File: src/hdl/phr_pkg.sv
// Shared types and constants for the pixel hue replacement pipeline.
// No dependencies; every module imports it.
package phr_pkg;

  localparam int unsigned FRAC_W      = 16;
  localparam int unsigned HUE_W       = 13;
  localparam int unsigned P_W         = 19;   // signed p
  localparam int unsigned Q_W         = 18;   // q and q - p

  localparam logic [12:0] HUE_FULL       = 13'd5760;
  localparam logic [12:0] HUE_THIRD      = 13'd1920;
  localparam logic [12:0] HUE_SIXTH      = 13'd960;
  localparam logic [12:0] HUE_HALF       = 13'd2880;
  localparam logic [12:0] HUE_TWO_THIRDS = 13'd3840;

  localparam int unsigned DIV_STAGES = 4;
  localparam int unsigned DIV_BITS   = 4;

  localparam int unsigned CH_STAGES  = 5;
  localparam int unsigned LANES      = 3;

  // floor(2^24 / 15): reciprocal for the divide by 960 (= 64 * 15)
  localparam logic [20:0] RECIP15    = 21'd1118481;

  typedef enum logic [1:0] {
    CM_RAMP,
    CM_HIGH,
    CM_LOW
  } chan_mode_t;

endpackage

File: src/hdl/phr_hsl.sv
// Lightness and saturation: min/max stage then a pipelined restoring divider.
// Depends on phr_pkg.
module phr_hsl import phr_pkg::*; (
  input  logic              clk,
  input  logic              rst,
  input  logic              in_valid,
  output logic              in_ready,
  input  logic [7:0]        red,
  input  logic [7:0]        green,
  input  logic [7:0]        blue,
  output logic              out_valid,
  input  logic              out_ready,
  output logic [FRAC_W-1:0] l_out,
  output logic [FRAC_W-1:0] s_out,
  output logic              lt_out
);

  logic              vld   [0:DIV_STAGES];
  logic              en    [0:DIV_STAGES];
  logic [7:0]        rem   [0:DIV_STAGES];
  logic [15:0]       low   [0:DIV_STAGES];
  logic [15:0]       quo   [0:DIV_STAGES];
  logic [7:0]        den   [0:DIV_STAGES];
  logic [FRAC_W-1:0] lval  [0:DIV_STAGES];
  logic              lt    [0:DIV_STAGES];
  logic              grey  [0:DIV_STAGES];

  logic [7:0]  mx, mn, d, den_next;
  logic [8:0]  sum;
  logic [16:0] l_wide;

  always_comb begin
    en[DIV_STAGES] = !vld[DIV_STAGES] || out_ready;
    for (int k = DIV_STAGES - 1; k >= 0; k--) begin
      en[k] = !vld[k] || en[k+1];
    end
  end

  assign in_ready = en[0];

  always_comb begin
    mx = red;
    mn = red;
    if (green > mx) mx = green;
    if (blue > mx) mx = blue;
    if (green < mn) mn = green;
    if (blue < mn) mn = blue;
    sum    = {1'b0, mx} + {1'b0, mn};
    d      = mx - mn;
    l_wide = 17'(sum * 9'd257);
    den_next = (sum <= 9'd255) ? sum[7:0] : 8'(9'd510 - sum);
  end

  always_ff @(posedge clk) begin
    if (rst) begin
      vld[0] <= 1'b0;
    end else if (en[0]) begin
      vld[0] <= in_valid;
    end
    if (en[0]) begin
      // d * 65535 = (d - 1) * 2^16 + (2^16 - d) for d > 0
      rem[0]  <= d - 8'd1;
      low[0]  <= 16'd0 - {8'd0, d};
      quo[0]  <= '0;
      den[0]  <= den_next;
      lval[0] <= l_wide[16:1];
      lt[0]   <= sum < 9'd255;
      grey[0] <= d == 8'd0;
    end
  end

  for (genvar k = 1; k <= DIV_STAGES; k++) begin : g_div
    logic [7:0]  rem_next;
    logic [15:0] low_next, quo_next;

    always_comb begin : step
      logic [8:0] r9;
      r9       = '0;
      rem_next = rem[k-1];
      low_next = low[k-1];
      quo_next = quo[k-1];
      for (int j = 0; j < DIV_BITS; j++) begin
        r9       = {rem_next, low_next[15]};
        low_next = {low_next[14:0], 1'b0};
        if (r9 >= {1'b0, den[k-1]}) begin
          r9       = r9 - {1'b0, den[k-1]};
          quo_next = {quo_next[14:0], 1'b1};
        end else begin
          quo_next = {quo_next[14:0], 1'b0};
        end
        rem_next = r9[7:0];
      end
    end

    always_ff @(posedge clk) begin
      if (rst) begin
        vld[k] <= 1'b0;
      end else if (en[k]) begin
        vld[k] <= vld[k-1];
      end
      if (en[k]) begin
        rem[k]  <= rem_next;
        low[k]  <= low_next;
        quo[k]  <= quo_next;
        den[k]  <= den[k-1];
        lval[k] <= lval[k-1];
        lt[k]   <= lt[k-1];
        grey[k] <= grey[k-1];
      end
    end
  end

  assign out_valid = vld[DIV_STAGES];
  assign l_out     = lval[DIV_STAGES];
  assign lt_out    = lt[DIV_STAGES];
  // grey pixels carry zero saturation, so q = p = l downstream
  assign s_out     = grey[DIV_STAGES] ? '0 : quo[DIV_STAGES];

endmodule

File: config.mk
export PLATFORM = sky130hd
export DESIGN_NAME = phr_hsl
export DESIGN_NICKNAME = d
export VERILOG_FILES = /design/src/hdl/phr_pkg.sv /design/src/hdl/phr_hsl.sv
export SDC_FILE = /design/constraint.sdc
export NUM_CORES = 1
export LEC_CHECK = 0
export BUFFER_PORTS_ARGS = -buffer_cell sky130_fd_sc_hd__buf_2
export CORE_MARGIN = 1.5
export CORE_UTILIZATION = 57
export CTS_CLUSTER_DIAMETER = 30
export CTS_CLUSTER_SIZE = 40
export DETAILED_ROUTE_END_ITERATION = 16
export PLACE_DENSITY = 0.76
export SYNTH_ARGS = -nofsm -noshare
export SYNTH_HDL_FRONTEND = slang
export SYNTH_SLANG_ARGS = --single-unit
File: constraint.sdc
create_clock -name clk -period 8.7 [get_ports clk]
set_clock_uncertainty 0.15 [all_clocks]
set_input_delay 0 -clock clk [delete_from_list [all_inputs] [get_ports clk]]
set_output_delay 0 -clock clk [all_outputs]
set_load 0.005 [all_outputs]
Word-level counts from Yosys, hierarchy flattened
Memories as Yosys holds them, arrays and structs flattened.
Index checks and enable logic that the tools add are counted.
{"block": "word_totals", "regBits": 0, "mem_bits_rw": 335, "inputBits": 28, "output_inout_bits": 35, "wordCells": 133, "mem_count": 8}
{"memory": "low", "words": 5, "word_bits": 16, "rd": 4, "rd_ports_with_merged_regs": 0, "write_ports": 5, "line_no": "phr_hsl.sv:21", "source": "logic [15:0] low [0:DIV_STAGES];"}
{"memory": "lval", "words": 5, "word_bits": 16, "rd": 5, "rd_ports_with_merged_regs": 0, "write_ports": 5, "line_no": "phr_hsl.sv:24", "source": "logic [FRAC_W-1:0] lval [0:DIV_STAGES];"}
{"memory": "quo", "words": 5, "word_bits": 16, "rd": 5, "rd_ports_with_merged_regs": 0, "write_ports": 5, "line_no": "phr_hsl.sv:22", "source": "logic [15:0] quo [0:DIV_STAGES];"}
{"memory": "den", "words": 5, "word_bits": 8, "rd": 4, "rd_ports_with_merged_regs": 0, "write_ports": 5, "line_no": "phr_hsl.sv:23", "source": "logic [7:0] den [0:DIV_STAGES];"}
{"memory": "rem", "words": 5, "word_bits": 8, "rd": 4, "rd_ports_with_merged_regs": 0, "write_ports": 5, "line_no": "phr_hsl.sv:20", "source": "logic [7:0] rem [0:DIV_STAGES];"}
{"memory": "grey", "words": 5, "word_bits": 1, "rd": 5, "rd_ports_with_merged_regs": 0, "write_ports": 5, "line_no": "phr_hsl.sv:26", "source": "logic grey [0:DIV_STAGES];"}
{"memory": "+2 memories"}
{"block": "op_classes", "n_addsub": 21, "multipliers": 1, "order_cmp": 22, "n_mux": 65, "n_bitwise": 5, "n_reduce_logical": 11}
{"op": "$mux W8", "n": 21}
{"op": "$ge A9 B8 Y1", "n": 16}
{"op": "$sub A8 B8 Y8", "n": 17}
{"op": "$mux W1", "n": 43}
{"op": "$mul A9 B9 Y17 const B", "n": 1}
{"op": "$gt A8 B8 Y1", "n": 2}
{"op": "$lt A8 B8 Y1", "n": 2}
{"op": "$mux W16", "n": 1}
{"op": "$add A8 B8 Y9", "n": 1}
{"op": "$le A9 B8 Y1 const B", "n": 1}
{"op": "$lt A9 B8 Y1 const B", "n": 1}
{"op": "$sub A1 B8 Y9 const A", "n": 1}
{"op": "$logic_not A8 Y1", "n": 1}
{"op": "$sub A8 B1 Y8 const B", "n": 1}
{"op": "$sub A8 B8 Y8 const A", "n": 1}
{"op": "$logic_not A1 Y1", "n": 5}
{"op": "$logic_or A1 B1 Y1", "n": 5}
{"op": "$or A1 B1 Y1", "n": 5}

Logic depth before layout (Yosys ltp)
An unclocked memory read counts as a cell.
{"block": "logic_depth", "depth_word": 11, "mapped_depth": 41, "mapped_depth_nobuf": 39}

Least setup slack after synthesis
OpenSTA, ideal clock, no wires.
{"block": "synth_timing", "path_type": "register -> register", "startpoint": "memory den[2][1] (netlist: den[0][17])", "endpoint": "memory rem[3][2] (netlist: rem[0][26]) (data pin)", "setup_time_ns": 0.262, "t_arrival_ns": 8.089, "required_time_ns": 8.288, "slack_ns": 0.199, "path_stages_with_launch": 40, "n_path_buf": 2, "synth_period_minus_slack_ns": 8.501, "cell_sequence": "edfxtp_1 inv_1 ha_1 nor2b_1 o22a_1 o21ai_2 and2_1 buf_2 clkinv_1 o21ai_0 inv_1 ha_1 nor2b_1 o31a_1 o31a_1 o31ai_1 o211ai_1 clkbuf_1 (+4 left out) o21ai_0 a21boi_0 o21ai_0 a21oi_1 nor3_1 o22ai_4 mux2i_1 ha_1 nor2b_1 o21ai_0 a21boi_0 o21ai_0 a21oi_1 o22a_1 or2_0 mux2i_1 inv_2 mux2_1"}
{"item": "start, declared", "line_no": "phr_hsl.sv:23"}
{"item": "end, declared", "line_no": "phr_hsl.sv:20"}

==> results.yml <==
logic_synthesis:
  synth_compound_area_frac: 0.129
  ys_seq_area_frac: 0.438
  synth-xor-area-share: 0.0534
  yosys-top-cells-area: "edfxtp_1 44%, ha_1 13%, mux2_2 5.0%"
  synthArstFlopShare: 0
  muxShareOfSynthArea: 0.0882
  synth_top_area_share: 0.438
  synth_area_um2: 15400
  yosysTopAreaCell: "edfxtp_1"
  synth.net_count: 1560
  synthAdderAreaFrac: 0.157
  synth_top_family_by_area: "adder cells"
  ys_ff_latch: 225
  netlist-cell-type-count: 84
  yosysWarnings: 0
  synth_ff_type: "edfxtp_1"
  synth_edf_count: 225
  syn_avg_cell_area_um2: 11.4
  yosys.area_share.simple: 0.0920
  syn_inst: 1349
global_routing:
  grt_pass1_wl_um: 51800
  grt-ovfl-total: 0
  grt_max_degree: 51
  grt_pass1_vias: 10391
  antenna_found_initial: 0
  groute.usage.overall: 0.228
layout:
  final_common_cell: "edfxtp_1"
  layout-drive-gt1-share: 0.198
  final_net_count: 1670
  layout_common_cells: "225 x edfxtp_1, 162 x ha_1, 115 x inv_1, 95 x a21oi_1, 73 x nor2_1"
  utilization: 0.658
  diodes: 0
  area_growth_pct: 14.0
  nFillCells: 2003
setup_path:
  crit_required_ns: 8.80
  worstPathMaxFanout: 13
  endpoint_kind: "flip-flop"
  timing.rr.end: "rem[0][21]$_DFFE_PP_"
  reg2reg_slack_ns: 0.45
  critPathArrivalTime_ns: 8.35
  worstSetupPathType: "reg -> reg"
  max_stage_delay_ns: 0.47
  slowest_stage: "fa_1"
  cpMostUsedCell: "mux2_2"
  reg2reg_depth: 34
  reg2reg_from: "low[0][30]$_DFFE_PP_"
  crit_path_start_kind: "flip-flop"
placement:
  dpl.hpwl_um: 23300
  io_buffers: 62
  place.gp.congestion: 0.901
min_path:
  min_delay_worst_endpoint: "low[0][0]$_DFFE_PP_"
  min_path_type: "in -> reg"
  min-delay-start: "blue[0]"
  hold_depth: 3
route:
  first_pass_iters: 5
  drt-total-wl_um: 31800
  ant_nets: 0
  drc: 0
  drtIter0Drc: 616
  post_drt_wl_per_cell_um: 17.4
  vias_per_cell: 5.79
  vias: 10578
timing:
  relSlewSlack: 0.284
  finalHoldViolations: 0
  min_period_ns: 8.25
  fmax_mhz: 121
  slew_violations: 0
  post-route-period-util: 0.948
  worst_slew_pin_slew_ns: 1.07
  setup_viol: 0
floorplan:
  num_io_pins: 63
  die_x_um: 168
  core_um2: 26700
  die_height_um: 168
  num_rows: 60
  die-area_um2: 28100
  initial_core_util: 0.577
clock_network:
  clock_latency_ns: 0.53
  path_clk_slew_ns: 0.06
  cts.path.max_buffers: 3
  cts_root_buffer: "clkbuf_16"
  cts_buffers: 36
  htreeDepth: 2
  cts_sinks: 225
  cts_tree: "done"
job:
  max-cap-violations: 0
outcome:
  status: "finished, final reports clean"
## routing by layer
metal / share of wire / vias to the layer above / global-route usage
met4: 0.024 / 0 / 0.0701
met1: 0.46 / 5060 / 0.309
met3: 0.039 / 60 / 0.0272
met5: 0 / - / 0
met2: 0.48 / 259 / 0.386
li1: - / 5199 / -
## what timing repair did
action	in CTS	in global routing
hold buffers	5	0
setup buffers	0	9
gates resized for setup	0	34
hold endpoints to repair	10	0
endpoints found under the setup margin	0	26
## cells by family after synthesis
kind of cell,count (synthesis)
buffers and inverters,158
multiplexers,122
XOR/XNOR,94
adder cells (fa/ha/maj),183
flip-flops,225
AND/OR/NAND/NOR,268
AO/OA/AOI/OAI,299
## cell type report
| class | count | area [um2] | area share |
|---|---|---|---|
| clock buffers | 39 | 912 | 0.0519 |
| clock inverters | 26 | 279 | 0.0159 |
| inverters | 126 | 479 | 0.0272 |
| multi-input cells | 966 | 8090 | 0.460 |
| flip-flops and latches | 225 | 6760 | 0.384 |
| well taps | 341 | 427 | 0.0243 |
| repair buffers | 104 | 646 | 0.0367 |
## sequential cells by signal, summed over array words and instances (netlist names)
signal / flops
den: 31
grey: 5
low: 27
lt: 5
lval: 80
quo: 40
rem: 32
vld: 5
## synth_stat cells (3+ instances only)
cell type  number
fa_1           17
nand4_1        21
xnor2_1        62
xor2_1         32
mux2_2         68
a211oi_1        7
nor2_1         73
mux2_1          7
a21oi_1       100
o311a_1         3
ha_1          166
mux2i_1        38
a31oi_1         4
inv_2           4
and4_1          3
o31ai_1         6
a21boi_0        6
inv_1         121
a21o_1         38
mux2_4          9
edfxtp_1      225
o21ai_0        48
nand4b_1        3
or2_2           8
nor3_1         12
o21bai_1       24
nor3b_1         6
o21a_1         12
nand3_1        23
nand2b_1       10
nor2b_1        39
and2_1          8
o31a_1          6
o21ai_1         6
clkbuf_1        9
nand2_1        35
buf_4          16
buf_2           6
and3_1          8
## through the flow
step	TNS (ns)	worst slack (ns)	hold WS [ns]	std cells	instance area [um2]
final	0	0.451	0.132	1827	17600
after global routing	-0.139	-0.0264	0.131	1827	17600
after CTS	0	0.136	0.0936	1818	17400
after detailed placement	0	0.165	0.173	1748	16200
after global placement	0	0.333	0.163	1748	16200
after floorplan	0	0.199	0.0455	1349	15400
## worst max-delay path, delay by kind of cell (launching register included)
family,cells,cell delay [ns]
multiplexers,6,1.85
XOR/XNOR,1,0.08
AO/OA/AOI/OAI,15,2.62
flip-flops,1,0.44
buffers and inverters,4,0.74
AND/OR/NAND/NOR,3,0.42
adder cells (fa/ha/maj),5,1.68
## worst max path at each step
| stage | from | end | slack, ns | cells past startpoint |
|---|---|---|---|---|
| after CTS | den[0][17]$_DFFE_PP_ | rem[0][25]$_DFFE_PP_ | 0.14 | 37 |
| after global routing | low[0][14]$_DFFE_PP_ | rem[0][11]$_DFFE_PP_ | -0.03 | 35 |
| after detailed placement | den[0][17]$_DFFE_PP_ | rem[0][25]$_DFFE_PP_ | 0.16 | 37 |
| after floorplan | den[0][17]$_DFFE_PP_ | rem[0][26]$_DFFE_PP_ | 0.20 | 39 |
| after global placement | den[0][2]$_DFFE_PP_ | rem[0][9]$_DFFE_PP_ | 0.33 | 37 |
| final | low[0][30]$_DFFE_PP_ | rem[0][21]$_DFFE_PP_ | 0.45 | 34 |
Power is left out: the tool's default activity adds up to more than one toggle a clock period on the data nets, which glitch-free logic cannot reach.
