[src/hdl/phr_pkg.sv]
// Shared types and constants for the pixel hue replacement pipeline.
// No dependencies; every module imports it.
package phr_pkg;

  localparam int unsigned FRAC_W      = 16;
  localparam int unsigned HUE_W       = 13;
  localparam int unsigned P_W         = 19;   // signed p
  localparam int unsigned Q_W         = 18;   // q and q - p

  localparam logic [12:0] HUE_FULL       = 13'd5760;
  localparam logic [12:0] HUE_THIRD      = 13'd1920;
  localparam logic [12:0] HUE_SIXTH      = 13'd960;
  localparam logic [12:0] HUE_HALF       = 13'd2880;
  localparam logic [12:0] HUE_TWO_THIRDS = 13'd3840;

  localparam int unsigned DIV_STAGES = 4;
  localparam int unsigned DIV_BITS   = 4;

  localparam int unsigned CH_STAGES  = 5;
  localparam int unsigned LANES      = 3;

  // floor(2^24 / 15): reciprocal for the divide by 960 (= 64 * 15)
  localparam logic [20:0] RECIP15    = 21'd1118481;

  typedef enum logic [1:0] {
    CM_RAMP,
    CM_HIGH,
    CM_LOW
  } chan_mode_t;

endpackage

[src/hdl/phr_chan.sv]
// Hue-to-channel lanes for red, green and blue, with clamp and divide by 257.
// Depends on phr_pkg.
module phr_chan import phr_pkg::*; (
  input  logic                  clk,
  input  logic                  rst,
  input  logic                  in_valid,
  output logic                  in_ready,
  input  logic [HUE_W-1:0]      hue,
  input  logic signed [P_W-1:0] p_in,
  input  logic [Q_W-1:0]        q_in,
  input  logic [Q_W-1:0]        diff_in,
  output logic                  out_valid,
  input  logic                  out_ready,
  output logic [7:0]            chan_out [0:LANES-1]
);

  logic vld [0:CH_STAGES-1];
  logic en  [0:CH_STAGES-1];

  always_comb begin
    en[CH_STAGES-1] = !vld[CH_STAGES-1] || out_ready;
    for (int k = CH_STAGES - 2; k >= 0; k--) begin
      en[k] = !vld[k] || en[k+1];
    end
  end

  assign in_ready  = en[0];
  assign out_valid = vld[CH_STAGES-1];

  always_ff @(posedge clk) begin
    if (rst) begin
      for (int k = 0; k < CH_STAGES; k++) vld[k] <= 1'b0;
    end else begin
      if (en[0]) vld[0] <= in_valid;
      for (int k = 1; k < CH_STAGES; k++) begin
        if (en[k]) vld[k] <= vld[k-1];
      end
    end
  end

  // hue positions per lane
  logic [HUE_W-1:0] h;
  logic [HUE_W-1:0] t [0:LANES-1];
  logic [HUE_W-1:0] tr_raw;

  always_comb begin
    h      = (hue >= HUE_FULL) ? hue - HUE_FULL : hue;
    tr_raw = h + HUE_THIRD;
    t[0]   = (tr_raw >= HUE_FULL) ? tr_raw - HUE_FULL : tr_raw;
    t[1]   = h;
    t[2]   = (h < HUE_THIRD) ? h + (HUE_FULL - HUE_THIRD) : h - HUE_THIRD;
  end

  // shared p and q travel alongside
  logic signed [P_W-1:0] p1, p2;
  logic [Q_W-1:0]        q1, q2;

  always_ff @(posedge clk) begin
    if (en[0]) begin
      p1 <= p_in;
      q1 <= q_in;
    end
    if (en[1]) begin
      p2 <= p1;
      q2 <= q1;
    end
  end

  for (genvar i = 0; i < LANES; i++) begin : g_lane
    chan_mode_t  mode_next, mode1, mode2;
    logic [9:0]  f;
    logic [27:0] prod1;
    logic [21:0] y2;
    logic [42:0] m2;
    logic [18:0] qe;
    logic [21:0] rr;
    logic signed [P_W:0] v_raw;
    logic [15:0] v3, v4;
    logic [23:0] w4;
    logic [7:0]  qe2;
    logic [16:0] r2;

    always_comb begin
      f = '0;
      if (t[i] < HUE_SIXTH) begin
        mode_next = CM_RAMP;
        f         = t[i][9:0];
      end else if (t[i] < HUE_HALF) begin
        mode_next = CM_HIGH;
      end else if (t[i] < HUE_TWO_THIRDS) begin
        mode_next = CM_RAMP;
        f         = 10'(HUE_TWO_THIRDS - t[i]);
      end else begin
        mode_next = CM_LOW;
      end
    end

    always_comb begin
      qe = m2[42:24];
      rr = y2 - {3'd0, qe} * 22'd15;
      if (rr >= 22'd15) qe = qe + 19'd1;
      case (mode2)
        CM_RAMP: v_raw = {p2[P_W-1], p2} + $signed({1'b0, qe});
        CM_HIGH: v_raw = $signed({2'b00, q2});
        CM_LOW:  v_raw = {p2[P_W-1], p2};
        default: v_raw = {p2[P_W-1], p2};
      endcase
    end

    always_comb begin
      qe2 = w4[23:16];
      r2  = {1'b0, v4} - {9'd0, qe2} * 17'd257;
      if (r2 >= 17'd257) qe2 = qe2 + 8'd1;
    end

    always_ff @(posedge clk) begin
      if (en[0]) begin
        prod1 <= diff_in * f;
        mode1 <= mode_next;
      end
      if (en[1]) begin
        y2    <= prod1[27:6];
        m2    <= prod1[27:6] * RECIP15;
        mode2 <= mode1;
      end
      if (en[2]) begin
        // clamp to 0..65535
        if (v_raw < 0) begin
          v3 <= '0;
        end else if (v_raw > $signed({4'd0, 16'hFFFF})) begin
          v3 <= 16'hFFFF;
        end else begin
          v3 <= v_raw[15:0];
        end
      end
      if (en[3]) begin
        v4 <= v3;
        w4 <= v3 * 8'd255;
      end
      if (en[4]) chan_out[i] <= qe2;
    end
  end

endmodule

[config.mk]
export PLATFORM = sky130hd
export DESIGN_NAME = phr_chan
export DESIGN_NICKNAME = d
export VERILOG_FILES = /design/src/hdl/phr_pkg.sv /design/src/hdl/phr_chan.sv
export SDC_FILE = /design/constraint.sdc
export NUM_CORES = 2
export LEC_CHECK = 0
export ABC_AREA = 0
export BUFFER_PORTS_ARGS = -buffer_cell sky130_fd_sc_hd__buf_2
export CORE_UTILIZATION = 50
export CTS_BUF_LIST = sky130_fd_sc_hd__clkbuf_8 sky130_fd_sc_hd__clkbuf_16
export DETAILED_ROUTE_END_ITERATION = 16
export PLACE_DENSITY = 0.66
export RECOVER_POWER = 100
export SKIP_CTS_REPAIR_TIMING = 1
export SLEW_MARGIN = 40
export SYNTH_ARGS = -nofsm -noshare
export SYNTH_HDL_FRONTEND = slang
export SYNTH_SLANG_ARGS = --single-unit
[constraint.sdc]
create_clock -name clk -period 14.25 [get_ports clk]
set_input_delay 0.7125 -clock clk [delete_from_list [all_inputs] [get_ports clk]]
set_output_delay 0.7125 -clock clk [all_outputs]
set_load 0.005 [all_outputs]
== Word level (Yosys, flattened, before mapping) ==
Memory sizes are Yosys's and may differ from the RTL's.
Cells that the tools add are included.

* Register bits: 557
* RAM bits: 5
* Output and inout port bits: 26
* Word-level logic and storage cells: 173
* Memories: 1

* $add $sub $neg: 23
* Multipliers: 15
* Magnitude comparators: 24
* Equality and inequality tests: 3
* Multiplexer cells: 52
* Bitwise gates (word level): 5
* Reduce and logical (&&, ||, !) cells: 16

{| class="wikitable"
|+ Memories
! memory !! depth !! bits a word !! read ports !! clocked after memory_dff !! wr ports !! line !! RTL
|-
| vld || 5 || 1 || 5 || 0 || 5 || phr_chan.sv:17 || <nowiki>logic vld [0:CH_STAGES-1];</nowiki>
|}

{| class="wikitable"
|+ Operator list
! cell !! count
|-
| $mul 22x21->43 const B || 3
|-
| $pmux 20 s2 || 3
|-
| $mux 10 || 9
|-
| $mul 18x10->28 || 3
|-
| $lt 13x12->1 const B || 6
|-
| $mul 16x8->24 const B || 3
|-
| $ge 22x4->1 const B || 3
|-
| $mul 19x4->22 const B || 3
|-
| $sub 22x22->22 || 3
|-
| $add 20x19->20 || 3
|-
| $gt 20x17->1 const B || 3
|-
| $lt 20x1->1 const B || 3
|-
| $add 19x1->19 const B || 3
|-
| $mux 19 || 3
|-
| $ge 17x9->1 const B || 3
|-
| $mul 8x9->17 const B || 3
|-
| $sub 16x17->17 || 3
|-
| $mux 16 || 3
|-
| $lt 13x10->1 const B || 3
|-
| $mux 13 || 3
|-
| $sub 10x10->10 const A || 3
|-
| $ge 13x13->1 const B || 2
|-
| $sub 13x13->13 const B || 2
|-
| $mux 1 || 25
|-
| other kinds (13) || 37
|}

== Depth between registers and ports, before layout ==
An unclocked memory read counts as a cell.

* Depth after elaboration: 11
* Mapped depth: 49
* Depth with buffers taken out: 45

== Worst setup path after synthesis ==
Ideal clock, no wire load.

* Path type: input port to flip-flop
* From: in hue[7]
* To: reg g_lane[0].prod1[25] (data pin)
* Setup time: 258 ps
* Arrival: 10399 ps
* Required time: 13992 ps
* Setup slack: 3593 ps
* Stages: 45
* Cells stage by stage: clkbuf_1 > inv_1 > ha_1 > nor2b_1 > a21boi_1 > o21ai_0 > and2_1 > clkbuf_1 > inv_1 > ha_1 > clkbuf_1 > inv_1 > or4_1 > o221a_1 > a21o_1 > buf_6 > xnor2_1 > o221ai_1 > [... 9 more ...] > inv_1 > fa_1 > inv_1 > fa_1 > fa_1 > inv_1 > fa_1 > ha_1 > a21o_1 > a21oi_1 > nand2_1 > a2111o_1 > o211ai_2 > nand3b_1 > a31o_2 > a211o_1 > a21oi_2 > xnor2_1

* Cells in the longest elaborated chain, start to end: 10

{| class="wikitable"
|+ RTL lines
! item !! line !! RTL
|-
| from (decl) || phr_chan.sv:8 || <nowiki>input logic [HUE_W-1:0] hue,</nowiki>
|-
| $sub 13x13->13 / $ge 13x13->1 (equally long branches) || phr_chan.sv:47 || <nowiki>h = (hue >= HUE_FULL) ? hue - HUE_FULL : hue;</nowiki>
|-
| $mux 13 * || phr_chan.sv:47 ||
|-
| $add 13x11->13 * || phr_chan.sv:48 || <nowiki>tr_raw = h + HUE_THIRD;</nowiki>
|-
| $sub 13x13->13 / $ge 13x13->1 (equally long branches) || phr_chan.sv:49 || <nowiki>t[0] = (tr_raw >= HUE_FULL) ? tr_raw - HUE_FULL : tr_raw;</nowiki>
|-
| $mux 13 * || phr_chan.sv:49 ||
|-
| $lt 13x12->1 / $sub 10x10->10 (equally long branches) || phr_chan.sv:90, phr_chan.sv:92 ||
|-
| $mux 10 || phr_chan.sv:90 || <nowiki>end else if (t[i] < HUE_TWO_THIRDS) begin</nowiki>
|-
| $mux 10 || phr_chan.sv:88 || <nowiki>end else if (t[i] < HUE_HALF) begin</nowiki>
|-
| $mux 10 * || phr_chan.sv:85 || <nowiki>if (t[i] < HUE_SIXTH) begin</nowiki>
|-
| $mul 18x10->28 * || phr_chan.sv:118 || <nowiki>prod1 <= diff_in * f;</nowiki>
|-
| to (signal assigned) || phr_chan.sv:118 ||
|-
| to (decl) || phr_chan.sv:72 || <nowiki>logic [27:0] prod1;</nowiki>
|}

Every way passes the cells marked *; elsewhere a longest branch is shown, timed or not.
A chain may end at the register's enable or synchronous reset.

== Worst setup path after layout ==
* From: in hue[2]
* To: reg g_lane[0].prod1[25] (data pin)

Same word-level chain as after synthesis.

==> impl_metrics.yaml <==
status:
  outcome: "complete, but fails checks"
  violations: "capacitance limit, slew limit"
global_routing:
  grt_pass1_vias: 47728
  antenna_found_initial: 5
  grt_max_degree: 81
  grt_usage_pct: 22.7
  grt_pass1_wl_mm: 247
  grt_overflow: 0
finish:
  drive_gt1_share_pct: 3.71
  final_common_cell: "inv_1"
  finalNetCount: 8890
  area_growth_pct: 6.51
  final_cell_mix: "inv_1 (1477), ha_1 (1099), fa_1 (909), nand2_1 (478), edfxtp_1 (424)"
timing:
  period_needed_ns: 12.31
  tightest_slew_ns: 4.23
  finalHoldViolations: 0
  post-route-period-util_pct: 86.4
  fmax_mhz: 81.3
  slew_headroom_pct: -182
  rsz0062_at_grt: "no"
  setup_viol: 0
  tns_ns: 0
  clock_skew_ns: 0.0341
  slew_violations: 427
detailed_routing:
  drt-initial-drc-count: 2375
  vias: 45553
  wl_per_cell_um: 17.2
  firstDrtPassIters: 6
  antenna_left: 0
  wirelength_mm: 148
  drcViolationCount: 0
  viasPerCell: 5.29
hold_path:
  hp-start: "q_in[8]"
  min_to: "q1[8]$_DFFE_PN_"
  hold_path.class: "in -> reg"
  hold_depth: 1
setup_path:
  cpPeakStageDelay_ns: 0.97
  cp_max_fo: 18
  crit_buf_inv: 7
  crit_type: "in -> reg"
  r2r_cells: 36
  reg2reg_from: "g_lane[1].m2[24]$_DFFE_PP_"
  r2r_slack_ns: 3.27
  crit_family: "compound AO/OA/AOI/OAI gates"
  arrival_ns: 12.67
  worstSetupStartpointType: "input pin"
  crit_slowest_cell: "nor4_1"
  end_kind: "register"
  required_ns: 14.62
  r2r_end: "g_lane[1].v3[1]$_SDFFCE_PN0P_"
synth:
  synth_mux_area_share_pct: 0.513
  synth_area_um2: 66800
  synthArstFlopShare_pct: 0
  synth_ff_type: "edfxtp_1"
  synth_top_family_by_area: "adder cells"
  yosysWarnings: 0
  netlist_instances: 6743
  seq_area_frac_synth_pct: 19.1
  yosys.area_share.simple_pct: 10.9
  yosysUniqueCellTypes: 86
  synth_edf_count: 424
  synth_nets: 8823
  syn_avg_cell_area_um2: 9.91
  synthXorXnorAreaFrac_pct: 3.93
  ys_seq_elements: 424
  synth-compound-area-share_pct: 8.75
  synthAdderAreaFrac_pct: 47.8
cts:
  clockBufferDepth: 3
  cts_buffers: 54
  cts_tree: "built"
  cts-root-buf: "clkbuf_16"
  cts.reportedPaths.clkPinSlew_ns: 0.06
  h-tree-depth: 2
  insertion_delay_ns: 0.64
  clock-sinks: 424
die:
  die_y_um: 368
  ioPinCount: 98
  die_area_um2: 135000
  start_util_pct: 50.6
  rows: 133
  fp.dieW_um: 368
  fp.coreArea_um2: 132000
placed_design:
  hpwlAfterDp_mm: 123
  port_buffers: 97
  gp_congestion: 0.910
flow_run:
  drv_cap: 8
[worst max path at each step]
stage | start | end | slack (ns) | depth (start not counted)
global route | hue[2] | g_lane[0].prod1[25]$_DFFE_PN_ | 1.25 | 41
global placement | hue[7] | g_lane[0].prod1[25]$_DFFE_PN_ | 2.58 | 38
detailed placement | hue[7] | g_lane[0].prod1[25]$_DFFE_PN_ | 2.67 | 42
CTS | hue[7] | g_lane[0].prod1[25]$_DFFE_PN_ | 3.31 | 42
floorplan | hue[7] | g_lane[0].prod1[25]$_DFFE_PN_ | 3.59 | 45
finish | hue[2] | g_lane[0].prod1[25]$_DFFE_PN_ | 1.94 | 41
[logic make-up (layout without fill, tap and decap cells)]
family                   Yosys count  in the layout
adder cells (fa/ha/maj)         2008           2008
buffers and inverters           1605           1715
AND/OR/NAND/NOR                 1471           1471
AO/OA/AOI/OAI                    903            903
flip-flops                       424            424
XOR/XNOR                         300            300
multiplexers                      32             32
other                              0              1
[routing by layer]
metal | routed length, um | vias to the layer above | track usage (%)
li1 | - | 22063 | -
met4 | 5510 | 2 | 7.39
met5 | 13 | - | 0
met1 | 65800 | 22234 | 30.0
met2 | 70900 | 996 | 38.8
met3 | 6120 | 258 | 2.34
[state kept, by name, indices dropped and copies added, names as in the netlist]
name,flops
chan_out,24
g_lane.w4,24
p1,19
g_lane.y2,66
q1,18
g_lane.m2,57
vld,5
g_lane.prod1,66
g_lane.mode2,6
g_lane.v4,48
q2,18
g_lane.mode1,6
g_lane.v3,48
p2,19
[synthesized netlist by cell type, types with 52 or more instances]
master | instances | share of area (%)
inv_1 | 1468 | 8.2
ha_1 | 1099 | 21
fa_1 | 909 | 27
nand2_1 | 478 | 2.7
edfxtp_1 | 424 | 19
and2_1 | 284 | 2.7
nor2_1 | 249 | 1.4
a21oi_1 | 247 | 1.8
xnor2_1 | 220 | 2.9
o21ai_0 | 196 | 1.5
clkbuf_1 | 127 | 0.71
nor3_1 | 104 | 0.78
o21a_1 | 92 | 1.0
nand3_1 | 80 | 0.60
xor2_1 | 80 | 1.0
a21o_1 | 71 | 0.80
nand2b_1 | 52 | 0.49
[metrics by stage]
stage | instances | instance area (um2) | setup WS (ns) | hold WS [ns] | utilization [%]
floorplan | 6743 | 66800 | 3.59 | 0.400 | -
global placement | 8508 | 69400 | 2.58 | 0.402 | 52.6
detailed placement | 8509 | 69500 | 2.67 | 0.405 | 52.7
CTS | 8608 | 71300 | 3.31 | 0.214 | 54.0
global route | 8608 | 71200 | 1.25 | 0.226 | 53.9
finish | 8609 | 71200 | 1.94 | 0.258 | 53.9
[cell type report]
cell class | count | area (um2)
diodes | 1 | 2.50
inverters | 1468 | 5510
multi-input cells | 4714 | 48100
fillers | 11845 | 60800
flip-flops and latches | 424 | 12700
repair buffers | 148 | 805
clock inverters | 42 | 407
well taps | 1755 | 2200
clock buffers | 57 | 1430
Power is not shown: default switching activity piles up to over one toggle a cycle in this logic, so the estimate is an artifact.
