**src/hdl/phr_pkg.sv**
```systemverilog
// Shared types and constants for the pixel hue replacement pipeline.
// No dependencies; every module imports it.
package phr_pkg;

  localparam int unsigned FRAC_W      = 16;
  localparam int unsigned HUE_W       = 13;
  localparam int unsigned P_W         = 19;   // signed p
  localparam int unsigned Q_W         = 18;   // q and q - p

  localparam logic [12:0] HUE_FULL       = 13'd5760;
  localparam logic [12:0] HUE_THIRD      = 13'd1920;
  localparam logic [12:0] HUE_SIXTH      = 13'd960;
  localparam logic [12:0] HUE_HALF       = 13'd2880;
  localparam logic [12:0] HUE_TWO_THIRDS = 13'd3840;

  localparam int unsigned DIV_STAGES = 4;
  localparam int unsigned DIV_BITS   = 4;

  localparam int unsigned CH_STAGES  = 5;
  localparam int unsigned LANES      = 3;

  // floor(2^24 / 15): reciprocal for the divide by 960 (= 64 * 15)
  localparam logic [20:0] RECIP15    = 21'd1118481;

  typedef enum logic [1:0] {
    CM_RAMP,
    CM_HIGH,
    CM_LOW
  } chan_mode_t;

endpackage

```
**src/hdl/phr_mix.sv**
```systemverilog
// p/q stage: l*s product, exact divide by 65535, then q, p and q - p.
// Depends on phr_pkg.
module phr_mix import phr_pkg::*; (
  input  logic                  clk,
  input  logic                  rst,
  input  logic                  in_valid,
  output logic                  in_ready,
  input  logic [FRAC_W-1:0]     l_in,
  input  logic [FRAC_W-1:0]     s_in,
  input  logic                  lt_in,
  output logic                  out_valid,
  input  logic                  out_ready,
  output logic signed [P_W-1:0] p_out,
  output logic [Q_W-1:0]        q_out,
  output logic [Q_W-1:0]        diff_out
);

  logic              v1, v2, en1, en2;
  logic [31:0]       prod;
  logic [FRAC_W-1:0] l1, s1;
  logic              lt1;

  logic [15:0]       q0, ls;
  logic [16:0]       r0, qml;
  logic [Q_W-1:0]    q_next;
  logic signed [P_W-1:0] p_next;

  assign en2      = !v2 || out_ready;
  assign en1      = !v1 || en2;
  assign in_ready = en1;

  always_ff @(posedge clk) begin
    if (rst) begin
      v1 <= 1'b0;
    end else if (en1) begin
      v1 <= in_valid;
    end
    if (en1) begin
      prod <= l_in * s_in;
      l1   <= l_in;
      s1   <= s_in;
      lt1  <= lt_in;
    end
  end

  always_comb begin
    q0  = prod[31:16];
    r0  = {1'b0, prod[15:0]} + {1'b0, q0};
    ls  = (r0 >= 17'd65535) ? q0 + 16'd1 : q0;
    q_next = lt1 ? {2'b00, l1} + {2'b00, ls}
                 : {2'b00, l1} + {2'b00, s1} - {2'b00, ls};
    p_next = $signed({2'b00, l1, 1'b0}) - $signed({1'b0, q_next});
    qml    = 17'(q_next - {2'b00, l1});
  end

  always_ff @(posedge clk) begin
    if (rst) begin
      v2 <= 1'b0;
    end else if (en2) begin
      v2 <= v1;
    end
    if (en2) begin
      q_out    <= q_next;
      p_out    <= p_next;
      diff_out <= {qml, 1'b0};
    end
  end

  assign out_valid = v2;

endmodule

```
**config.mk**
```make
export PLATFORM = sky130hd
export DESIGN_NAME = phr_mix
export DESIGN_NICKNAME = d
export VERILOG_FILES = /design/src/hdl/phr_pkg.sv /design/src/hdl/phr_mix.sv
export SDC_FILE = /design/constraint.sdc
export NUM_CORES = 1
export LEC_CHECK = 0
export BUFFER_PORTS_ARGS = -buffer_cell sky130_fd_sc_hd__buf_2
export CORE_UTILIZATION = 45
export DETAILED_ROUTE_END_ITERATION = 10
export SETUP_SLACK_MARGIN = 0.15
export SYNTH_ARGS = -nofsm -noshare
export SYNTH_HDL_FRONTEND = slang
export SYNTH_SLANG_ARGS = --single-unit
```
**constraint.sdc**
```tcl
create_clock -name clk -period 12.05 [get_ports clk]
set_input_delay 3.0125 -clock clk [delete_from_list [all_inputs] [get_ports clk]]
set_output_delay 3.0125 -clock clk [all_outputs]
set_load 0.005 [all_outputs]
```
-- After elaboration in Yosys (flattened, before gate mapping)
Index checks and enable logic that the tools add are counted.
- bits in registers: 121
- input bits: 37
- logic and storage cells: 24
- add/sub/neg operators: 7
- multipliers: 1
- order comparisons: 1
- muxes and demuxes: 2
- reductions and logical operators: 4
- operators by type and width (operator ; number):
    $add A16 B16 Y17 ; 3
    $mul A16 B16 Y32 ; 1
    $sub A17 B18 Y19 ; 1
    $mux W18 ; 1
    $sub A17 B16 Y18 ; 1
    $ge A17 B16 Y1 const B ; 1
    $sub A17 B16 Y17 ; 1
    $add A16 B1 Y16 const B ; 1
    $mux W16 ; 1
    $logic_not A1 Y1 ; 2
    $logic_or A1 B1 Y1 ; 2

-- Logic depth before layout (Yosys ltp)
Gate-level depths: netlist of run 1.
- word-level depth: 6
- depth in mapped cells: 36
- gate-level depth less buffers: 34

-- Worst setup path after synthesis of run 1
No wires, ideal clock.
- kind: input-to-reg
- start: input l_in[13]
- end: register prod[28] (data pin)
- library setup time: 0.261 ns
- data arrival time: 8.500 ns
- data required time: 11.789 ns
- slack: 3.289 ns
- stages on the path: 23
- cells stage by stage: clkbuf_1 > nand2_1 > fa_1 > inv_1 > fa_1 > inv_1 > fa_1 > inv_1 > fa_1 > inv_1 > fa_1 > inv_1 > fa_1 > ha_1 > clkbuf_1 > a21o_1 > a21o_1 > a21oi_1 > nand3_1 > a221o_1 > a311o_1 > a31o_2 > xor2_1
- cells in the longest elaborated chain, start to end: 1
- RTL lines (element ; line ; source):
    from (decl) ; phr_mix.sv:8 ; input logic [FRAC_W-1:0] l_in,
    $mul A16 B16 Y32 ; phr_mix.sv:39 ; prod <= l_in * s_in;
    to (signal assigned) ; phr_mix.sv:39 ;
    to (decl) ; phr_mix.sv:19 ; logic [31:0] prod;
Every way passes these cells.
A chain may end at the register's enable or synchronous reset.

-- Final worst setup path of run 1
- start: input l_in[10]
- end: register prod[29] (data pin)
Same word-level chain as after synthesis.

==> flow_metrics.tcl, run 1 <==
set metrics [dict create \
    clk_path_buf_depth 2 \
    routed_wirelength_mm 38.79 \
    setup_viol_count_final 0 \
    synth.most_common_cell "sky130_fd_sc_hd__inv_1" \
    initial_utilization 0.4580 \
    io-pin-count 94 \
    cts_repair_resize_count 0 \
    grt_pass1_vias 12867 \
    pins_over_their_slew_limit 0 \
    critPathRequiredTime_ns 12.20 \
    cts_buffers 17 \
    synthTopCellsByArea "sky130_fd_sc_hd__fa_1, sky130_fd_sc_hd__edfxtp_1, sky130_fd_sc_hd__ha_1" \
    timing.hold.worst.class "register to register" \
    ff_latch_area_mm2 0.003583 \
    worstPathCellList "buf_2 -> nand2_1 -> fa_1 -> inv_1 -> fa_1 -> inv_1 -> fa_1 -> fa_1 -> inv_1 -> fa_1 -> inv_1 -> fa_1 -> inv_1 -> ha_1 -> a21oi_1 -> o21ai_0 -> a31oi_1 -> o311ai_1 -> nand3_1 -> nand2_1 -> a221oi_1 -> o311ai_0" \
    design.final.nets 2258 \
    grt_max_degree 67 \
    postCtsHoldBufs 0 \
    synth.cells.most_frequent "sky130_fd_sc_hd__inv_1, sky130_fd_sc_hd__fa_1, sky130_fd_sc_hd__nand2_1" \
    grt_setup_unrepaired "no" \
    path_class "input pin to register" \
    postSynth.asyncResetShare 0 \
    avgViaCountPerCell 5.380 \
    routedWlPerCell_um 16.85 \
    slew_headroom 0.4104 \
    yosysTopAreaCellShare 0.2555 \
    timing.setup.tns_ns 0 \
    critical_path.most_common_cell "sky130_fd_sc_hd__fa_1" \
    sequential_element_share_of_the_synthesized_area 0.2137 \
    cts_tree "yes" \
    dp_hpwl_mm 31.38 \
    first_pass_iters 5 \
    grt_use_total 0.2134 \
    synth.ff_latch_count 120 \
    ys.warnings.count 0 \
    synthXorXnorAreaFrac 0.05015 \
    multi_input_comb_area_mm2 0.01193 \
    synth_edf_count 118 \
    synthAdderAreaFrac 0.3949 \
    outcome "complete, no violations" \
    grt_antenna_before_repair 0 \
    yosys.area_share.simple 0.1522 \
    cts.repair_timing.setup_buffer_count 0 \
    period_share 0.7328 \
    fp-row-count 70 \
    regToRegSetupSlack_ns 3.53 \
    grt.overflow.total 0 \
    timing_hold_violations_final 0 \
    maxCapViolations 0 \
    clk_pin_slew_worst_paths_ns 0.06 \
    drtIter0Drc 611 \
    postSynthAreaPerCell_um2 9.581 \
    floorplan.core_area_mm2 0.03661 \
    syn-instance-count 1750 \
    grt_pass1_wl_mm 64.64 \
    synthesis.area_mm2 0.01677 \
    dieArea_mm2 0.03803 \
    synth-compound-area-share 0.1060 \
    portBuffers 92 \
    fraction_of_final_layout_cells_with_drive_strength_greater_than_1 0.08124 \
    clock_latency_ns 0.44 \
    fmaxAchievable_mhz 113.2 \
    dieWidth_um 195.0 \
    die_y_um 195.0 \
    clock_tree.htree_level_count 4 \
    synthDistinctLibCells 80 \
    detailroute.via_count 12385 \
    critical_path_peak_fanout 17 \
    clk_root_buffer_cell "sky130_fd_sc_hd__clkbuf_16" \
    postRouteAntennaNets 0 \
    synth_top_family_by_area "adder cells" \
    worst_path_max_delay_cell "sky130_fd_sc_hd__a221oi_1" \
    fin_worst_skew_ns 0.01026 \
    synth_top_cell_by_area "sky130_fd_sc_hd__fa_1" \
    synth_fp_nets 2187 \
    place_congestion 0.8757 \
    cpPeakStageDelay_ns 0.62 \
    crit_path_end_kind "register" \
    cp.arrival_ns 8.98 \
    clock-sinks 120 \
    synth_mux_area_frac 0.007761 \
    layout.filler_cells 3403 \
    dominantRegCellSynth "sky130_fd_sc_hd__edfxtp_1" \
    cp-start-kind "input pin" \
    diodes 0 \
    finalWorstPathRequiredPeriod_ns 8.830 \
    area_delta_synth_final_pct 9.074 \
    drcViolationCount 0 \
    tightest_slew_ns 0.8844 \
]
flip-flops by register name, summed over array words and instances, names as in the netlist:
name,flops
v1,1
l1,16
prod,32
q_out,17
s1,16
diff_out,17
lt1,1
p_out,19
out_valid,1
metal layers:
metal,global-route usage,share of wire
met2,0.3799,0.50
met5,0,0
met4,0.06008,0.017
met3,0.02677,0.031
met1,0.2713,0.45
cell type report:
type | count | share of cell area
clock buffers | 17 | 0.02326
flip-flops and latches | 120 | 0.1960
inverters | 288 | 0.05911
clock inverters | 15 | 0.01108
repair buffers | 95 | 0.02641
multi-input cells | 1299 | 0.6522
well taps | 468 | 0.03202
worst max-delay path: cells and delay by family:
kind,cells,cell delay [ns]
buffers and inverters,6,0.64
AOI/OAI and AO/OA,6,1.52
and+or+nand+nor,3,0.38
adders and majority gates,7,3.41
metrics by stage:
stage / util / setup WS [ns] / cell area, um2 / hold WS, ns / cells
after floorplan: - / 3.289 / 16770 / 0.4631 / 1750
after global placement: 0.4824 / 2.897 / 17660 / 0.5049 / 2270
after detailed placement: 0.4824 / 2.756 / 17660 / 0.5129 / 2270
after CTS: 0.4995 / 3.225 / 18290 / 0.5227 / 2302
after global routing: 0.4995 / 2.864 / 18290 / 0.5818 / 2302
final: 0.4995 / 3.220 / 18290 / 0.5209 / 2302
kinds of logic after synthesis:
| family | after synthesis |
|---|---|
| AND/OR/NAND/NOR | 525 |
| adder cells (fa/ha/maj) | 401 |
| buffers and inverters | 331 |
| AO/OA/AOI/OAI | 264 |
| flip-flops | 120 |
| XOR/XNOR | 96 |
| multiplexers | 12 |
| other | 1 |
path summary, 6_finish.rpt:
kind	start	end	cells past startpoint
worst min register to register	v1	out_valid	2
worst max-delay path	l_in[10]	prod[29]	22
worst max register to register	prod[16]	p_out[17]	32
worst min-delay path	v1	out_valid	2
placed cells by master, fill, tap and decap left out, drive strengths merged, types with 7 or more instances in the layout:
cell type  count
a211oi        16
a21o          24
a21oi         67
a31oi          9
and2         109
and3          16
buf           95
clkbuf        17
clkinv         7
edfxtp       118
fa           214
ha           186
inv          288
mux2           8
nand2        210
nand2b        12
nand3         21
nand4          9
nor2          78
nor2b         14
nor3          24
o211ai        13
o21a          23
o21ai         52
o21bai         8
o31ai          9
or3            8
xnor2         67
xor2          29
Power of run 1 is left out: the tool's default activity adds up to more than one toggle a clock period on the data nets, which glitch-free logic cannot reach.
==> run 2, diff against run 1 <==
ABC_AREA = 1   (was default)
clock period = 7.6 ns   (was 12.05 ns; I/O delays follow)
==> flow_metrics.tcl, run 2 <==
set metrics [dict create \
    grt_use_total 0.2338 \
    synthTopCellsByArea "sky130_fd_sc_hd__fa_1, sky130_fd_sc_hd__edfxtp_1, sky130_fd_sc_hd__ha_1" \
    finalWorstPathRequiredPeriod_ns 6.999 \
    grt.overflow.total 0 \
    crit_path_end_kind "register" \
    synthesis.area_mm2 0.01726 \
    first_pass_iters 5 \
    avgViaCountPerCell 5.079 \
    timing_hold_violations_final 0 \
    io-pin-count 94 \
    critical_path.most_common_cell "sky130_fd_sc_hd__fa_1" \
    postCtsHoldBufs 0 \
    synth_top_cell_by_area "sky130_fd_sc_hd__fa_1" \
    clk_pin_slew_worst_paths_ns 0.07 \
    grt_pass1_wl_mm 71.21 \
    postSynthAreaPerCell_um2 8.203 \
    detailroute.via_count 13723 \
    outcome "complete, no violations" \
    clock_latency_ns 0.43 \
    syn-instance-count 2104 \
    cts_buffers 17 \
    grt_max_degree 68 \
    floorplan.core_area_mm2 0.03767 \
    cts_tree "yes" \
    fraction_of_final_layout_cells_with_drive_strength_greater_than_1 0.08995 \
    dominantRegCellSynth "sky130_fd_sc_hd__edfxtp_1" \
    clk_root_buffer_cell "sky130_fd_sc_hd__clkbuf_16" \
    synth_edf_count 118 \
    path_class "input pin to register" \
    pins_over_their_slew_limit 0 \
    clk_path_buf_depth 2 \
    grt_setup_unrepaired "no" \
    fp-row-count 71 \
    grt_pass1_vias 14157 \
    synth.most_common_cell "sky130_fd_sc_hd__nand2_1" \
    largest_register "prod" \
    reg.largest.list "prod: 32 flops, p_out: 19 flops" \
    synth.ff_latch_count 120 \
    ys.warnings.count 0 \
    fin_worst_skew_ns 0.01018 \
    area_delta_synth_final_pct 9.932 \
    worstPathCellList "buf_2 -> nand2_1 -> fa_1 -> fa_1 -> inv_1 -> fa_1 -> inv_1 -> fa_1 -> fa_1 -> inv_1 -> fa_1 -> ha_1 -> nand2_1 -> nor2_1 -> nor2_1 -> a21boi_0 -> o21ai_1 -> nand2_1 -> nand3_1 -> xor2_1" \
    max_reg_flops 32 \
    maxCapViolations 0 \
    routed_wirelength_mm 42.97 \
    slew_headroom 0.2228 \
    portBuffers 92 \
    mostFrequentLayoutCell "sky130_fd_sc_hd__nand2_1" \
    grt_antenna_before_repair 0 \
    timing.hold.worst.class "register to register" \
    postSynth.asyncResetShare 0 \
    period_share 0.9209 \
    drcViolationCount 0 \
    clock_tree.htree_level_count 4 \
    yosysTopAreaCellShare 0.2482 \
    routedWlPerCell_um 15.90 \
    dieWidth_um 197.8 \
    dp_hpwl_mm 36.12 \
    fin_hold_ws_ns 0.4817 \
    design.final.nets 2614 \
    worst_path_max_delay_cell "sky130_fd_sc_hd__fa_1" \
    reg2regPathDepth 39 \
    fmaxAchievable_mhz 142.9 \
    dieArea_mm2 0.03914 \
    tightest_slew_ns 1.162 \
    cp.arrival_ns 7.18 \
    initial_utilization 0.4582 \
    synth_fp_nets 2541 \
    sequential_element_share_of_the_synthesized_area 0.2076 \
    mostFrequentLayoutCells "sky130_fd_sc_hd__nand2_1, sky130_fd_sc_hd__inv_1, sky130_fd_sc_hd__fa_1" \
    clock-sinks 120 \
    critical_path_peak_fanout 17 \
    synthDistinctLibCells 48 \
    postRouteAntennaNets 0 \
    critPathRequiredTime_ns 7.78 \
    drtIter0Drc 612 \
    hold-path-cell-count 2 \
    cpPeakStageDelay_ns 0.58 \
    synth.cells.most_frequent "sky130_fd_sc_hd__nand2_1, sky130_fd_sc_hd__inv_1, sky130_fd_sc_hd__fa_1" \
    setup_viol_count_final 0 \
    die_y_um 197.8 \
    cp-start-kind "input pin" \
    timing.setup.tns_ns 0 \
    place_congestion 0.9689 \
]
==> run 2: cell types whose count changed after synthesis, moves of 14 or more <==
cell	before	now
sky130_fd_sc_hd__o21a_1	23	4
sky130_fd_sc_hd__and3_1	15	1
sky130_fd_sc_hd__inv_1	287	482
sky130_fd_sc_hd__clkbuf_1	39	69
sky130_fd_sc_hd__and2_1	109	1
sky130_fd_sc_hd__nand3_1	21	76
sky130_fd_sc_hd__xor2_1	29	62
sky130_fd_sc_hd__nor2b_1	14	0
sky130_fd_sc_hd__nand2_1	210	510
sky130_fd_sc_hd__a21oi_1	66	111
sky130_fd_sc_hd__xnor2_1	67	28
sky130_fd_sc_hd__a21o_1	24	7
==> run 2: metal layers <==
| layer | routed length (um) | up-vias | global-route usage |
|---|---|---|---|
| li1 | - | 6635 | - |
| met1 | 18090 | 6673 | 0.2863 |
| met2 | 21990 | 327 | 0.4234 |
| met3 | 1648 | 88 | 0.02555 |
| met4 | 1246 | 0 | 0.08297 |
| met5 | 0 | - | 0 |
==> run 2: what timing repair did <==
action,CTS,global route
setup endpoints to repair,0,9
gates resized for setup,0,8
setup buffers,0,3
==> run 2: cell type report <==
type                       count  area (um2)
clock inverter                15       166.4
fill                        3653       18690
timing repair buffer         127       735.7
clock buffer                  17       425.4
multi-input combinational   1420       11580
inverter                     491        1843
sequential                   120        3583
antenna                        1       2.502
tap                          511       639.4
==> run 2: cell families (layout without fill, tap and decap cells) <==
logic type	count (synthesis)	after routing	share of synthesized area
other cells	1	2	0.0002173
flops	120	120	0.2076
fa+ha+maj	400	400	0.3831
buf+inv	564	650	0.1238
xor+xnor	90	90	0.04567
simple gates	714	714	0.1704
compound gates	215	215	0.06923
==> run 2: path summary, 6_finish.rpt <==
| path | to | from | slack (ns) |
|---|---|---|---|
| worst max register to register | p_out[18] | prod[16] | 0.88 |
| worst min-delay path | out_valid | v1 | 0.48 |
| worst max-delay path | prod[29] | l_in[4] | 0.60 |
| worst min register to register | out_valid | v1 | 0.48 |
==> run 2: metrics by stage <==
step / std cells / instance area [um2] / util / worst slack, ns
6_report: 2702 / 18970 / 0.5037 / 0.6009
3_3_place_gp: 2666 / 18330 / 0.4867 / 0.2065
3_5_place_dp: 2666 / 18330 / 0.4867 / 0.1352
2_1_floorplan: 2104 / 17260 / - / 0.1804
5_1_grt: 2701 / 18970 / 0.5037 / 0.2625
4_1_cts: 2698 / 18920 / 0.5024 / 0.4402
==> run 2: critical path, delay by kind of cell <==
family                   cells  cell delay, ns
XOR/XNOR                     1            0.15
buffers and inverters        4            0.56
AO/OA/AOI/OAI                2            0.57
AND/OR/NAND/NOR              6            0.59
adder cells (fa/ha/maj)      7            3.40
Power of run 2 is left out for the same reason.
